===== src/sv/tmpr_ram.sv =====
// Generic single-port synchronous RAM with registered read data.
module tmpr_ram #(
  parameter int WIDTH = 8,
  parameter int DEPTH = 256
) (
  input  logic                     clk,
  input  logic                     en,
  input  logic                     we,
  input  logic [$clog2(DEPTH)-1:0] addr,
  input  logic [WIDTH-1:0]         wdata,
  output logic [WIDTH-1:0]         rdata
);

  logic [WIDTH-1:0] mem [DEPTH];

  // Read data holds while the port is not enabled.
  always_ff @(posedge clk) begin
    if (en) begin
      if (we) begin
        mem[addr] <= wdata;
      end
      rdata <= mem[addr];
    end
  end

endmodule


===== config.mk =====
export PLATFORM = sky130hd
export DESIGN_NAME = tmpr_ram
export DESIGN_NICKNAME = d
export VERILOG_FILES = /design/src/sv/tmpr_ram.sv
export SDC_FILE = /design/constraint.sdc
export NUM_CORES = 2
export LEC_CHECK = 0
export BUFFER_PORTS_ARGS = -buffer_cell sky130_fd_sc_hd__buf_4
export CORE_MARGIN = 8
export CORE_UTILIZATION = 50
export CTS_CLUSTER_DIAMETER = 200
export CTS_CLUSTER_SIZE = 10
export DETAILED_ROUTE_END_ITERATION = 12
export PLACE_DENSITY = 0.69
export SLEW_MARGIN = 20
export SYNTH_ARGS = -nofsm -noshare
export SYNTH_HDL_FRONTEND = slang
export SYNTH_SLANG_ARGS = --single-unit

===== constraint.sdc =====
create_clock -name clk -period 2.9 [get_ports clk]
set_input_delay 0.29 -clock clk [delete_from_list [all_inputs] [get_ports clk]]
set_output_delay 0.29 -clock clk [all_outputs]
set_load 0.01 [all_outputs]

==> out/metrics.yaml <==
critPathTopFamily: "compound AO/OA/AOI/OAI gates"
num_vias: 38600
seq_area_frac_synth_pct: 78.8
synth_cell_types: 21
initial_utilization_pct: 50.2
min_period_ns: 2.85
dr.first_iter.drc_count: 4852
vias_per_cell: 6.34
crit_slowest_cell: "o41ai_1"
cts-root-buf: "clkbuf_16"
antenna_found_initial: 5
io_pins: 27
maxSlewHeadroom_pct: 41.1
firstDrtPassIters: 6
grt_overflow: 0
drc: 0
syn-num-nets: 3544
cap_viol_max_count: 0
final_nets: 4024
setup.worst_path.end_class: "flip-flop"
cpPeakStageDelay_ns: 0.74
rows: 145
status: "completed"
critPathKind: "flip-flop to flip-flop"
finalHoldViolCount: 0
clkLatencyLatePin_ns: 0.83
fin_worst_skew_ns: 0.0370
wl_met2_mm: 89.2
vdd_drop_max_uv: 612
ys_ff_latch: 2056
avgSynthCellArea_um2: 22.2
path_clk_slew_ns: 0.05
cp.required_ns: 3.42
final_util_pct: 58.1
port_buffers: 26
syn_area_mm2: 0.0784
finalSetupViolations: 0
finalCritPeriodShare_pct: 98.4
clockBufferDepth: 3
cts_tree: "done"
core_mm2: 0.156
hold_path_class: "primary input to flip-flop"
worst-path-max-fanout: 1
worstPathArrival_ns: 3.37
gp_congestion: 0.859
avgRoutedWirePerCell_um: 30.8
routed_wl_mm: 187
die_y_um: 412
worst_slew_pin_slew_ns: 0.881
drive_above_1_share_pct: 31.1
post_cts_buffers: 0
top_layer: "met5"
grt_pass1_wl_mm: 270
yosys_warnings: 0
rsz0062_at_grt: "false"
fin_tns_setup_ns: 0
die-area_mm2: 0.170
dieWidth_um: 412
leakage_nw: 28.3
final_cell_mix: "edfxtp_1 (2056), mux4_2 (512), buf_4 (381)"
grt_pass1_vias: 39000
grt_max_degree: 102
cp-start-kind: "flip-flop"
cp.buffers_inverters: 1
syn_inst: 3525
numCtsBuffers: 223
slew_viol_final: 0
syn_to_final_growth_pct: 15.6
grt.total_usage_pct: 21.9
power_density_mw_per_mm2: 661
route.met3.wl_mm: 19.4
path_cells: "mux4_2, a22oi_1, a21oi_1, o41ai_1, buf_4, nand4_1"
cts.sinks: 2056
dp_hpwl_mm: 114
layout_commonest_cell: "edfxtp_1"
fmax_mhz: 351
drt.antenna.violating_nets: 0
ff2ff_setup_slack_ns: 0.05
cts_max_level: 4
drt-met1-wl_mm: 73.7
[power breakdown]
part           switching, mW  total [mW]  leakage [nW]  internal [mW]
Sequential            0.0326        32.8          18.5           32.8
Clock                   10.4        24.1          2.88           13.8
Combinational           1.78        2.94          6.94           1.17
[area by class of cell]
cell class / instances / area [um^2]
Tap cell: 2058 / 2570
Antenna cell: 5 / 12.5
Timing Repair Buffer: 480 / 4700
Clock buffer: 227 / 5680
Sequential cell: 2056 / 61700
Fill cell: 10900 / 65400
Multi-Input combinational cell: 1244 / 15700
Clock inverter: 11 / 183
[sequential cells by signal (all words and copies together) (netlist names)]
register  count
mem        2048
rdata         8
[per-layer routing]
metal	vias up	global-route usage, %
met4	2	6.20
met1	20400	31.2
met3	301	5.24
met5	-	0
li1	15800	-
met2	2052	34.3
[path summary, 6_finish.rpt]
path,cells past startpoint,from,end
worst min-delay path,1,wdata[5],mem[207][5]
worst max register to register,6,mem[59][0],rdata[0]
worst min register to register,5,mem[248][7],rdata[7]
worst max-delay path,6,mem[59][0],rdata[0]
[kinds of logic (layout without fill, tap and decap cells)]
logic type / count (synthesis) / after routing / share of synthesized area, %
flip-flops: 2056 / 2056 / 78.8
multiplexers: 512 / 512 / 14.7
AO/OA/AOI/OAI: 416 / 416 / 3.63
AND/OR/NAND/NOR: 316 / 316 / 1.60
buffers and inverters: 225 / 718 / 1.27
other: 0 / 5 / 0
[Yosys cell counts]
cell type,count,area [um^2]
edfxtp_1,2056,61700
nand2_1,30,113
nor2b_1,6,37.5
a21oi_1,128,641
a22oi_1,256,1920
nor3b_1,2,15.0
nand4_1,8,50.1
nand3_1,4,20.0
or2_2,1,6.26
and4_1,1,8.76
nor3_1,1,5.00
buf_2,39,195
nor2_1,259,972
buf_4,12,90.1
o41ai_1,32,280
and2_1,2,12.5
buf_1,23,86.3
buf_6,8,90.1
nand2b_1,2,12.5
clkbuf_1,143,537
mux4_2,512,11500
[through the flow]
| step | hold slack [ns] | worst slack [ns] | std cells | instance area [um^2] | power, mW |
|---|---|---|---|---|---|
| finish | 0.189 | 0.0474 | 6081 | 90600 | 59.9 |
| global route | 0.175 | 0.0610 | 6076 | 90600 | 61.4 |
| CTS | 0.143 | 0.0310 | 6076 | 90600 | 60.2 |
| global placement | 0.711 | -1.12 | 5829 | 84600 | 36.3 |
| floorplan | 0.389 | 0.350 | 3525 | 78400 | 34.8 |
| detailed placement | 0.712 | -0.693 | 5830 | 84600 | 36.3 |
[what timing repair did]
item / in CTS / in global routing
resized for setup: 0 / 2
hold buffers: 8 / 0
endpoints found under the setup margin: 0 / 2
endpoints found under the hold margin: 189 / 0
Power figures use the tool's default switching activity.
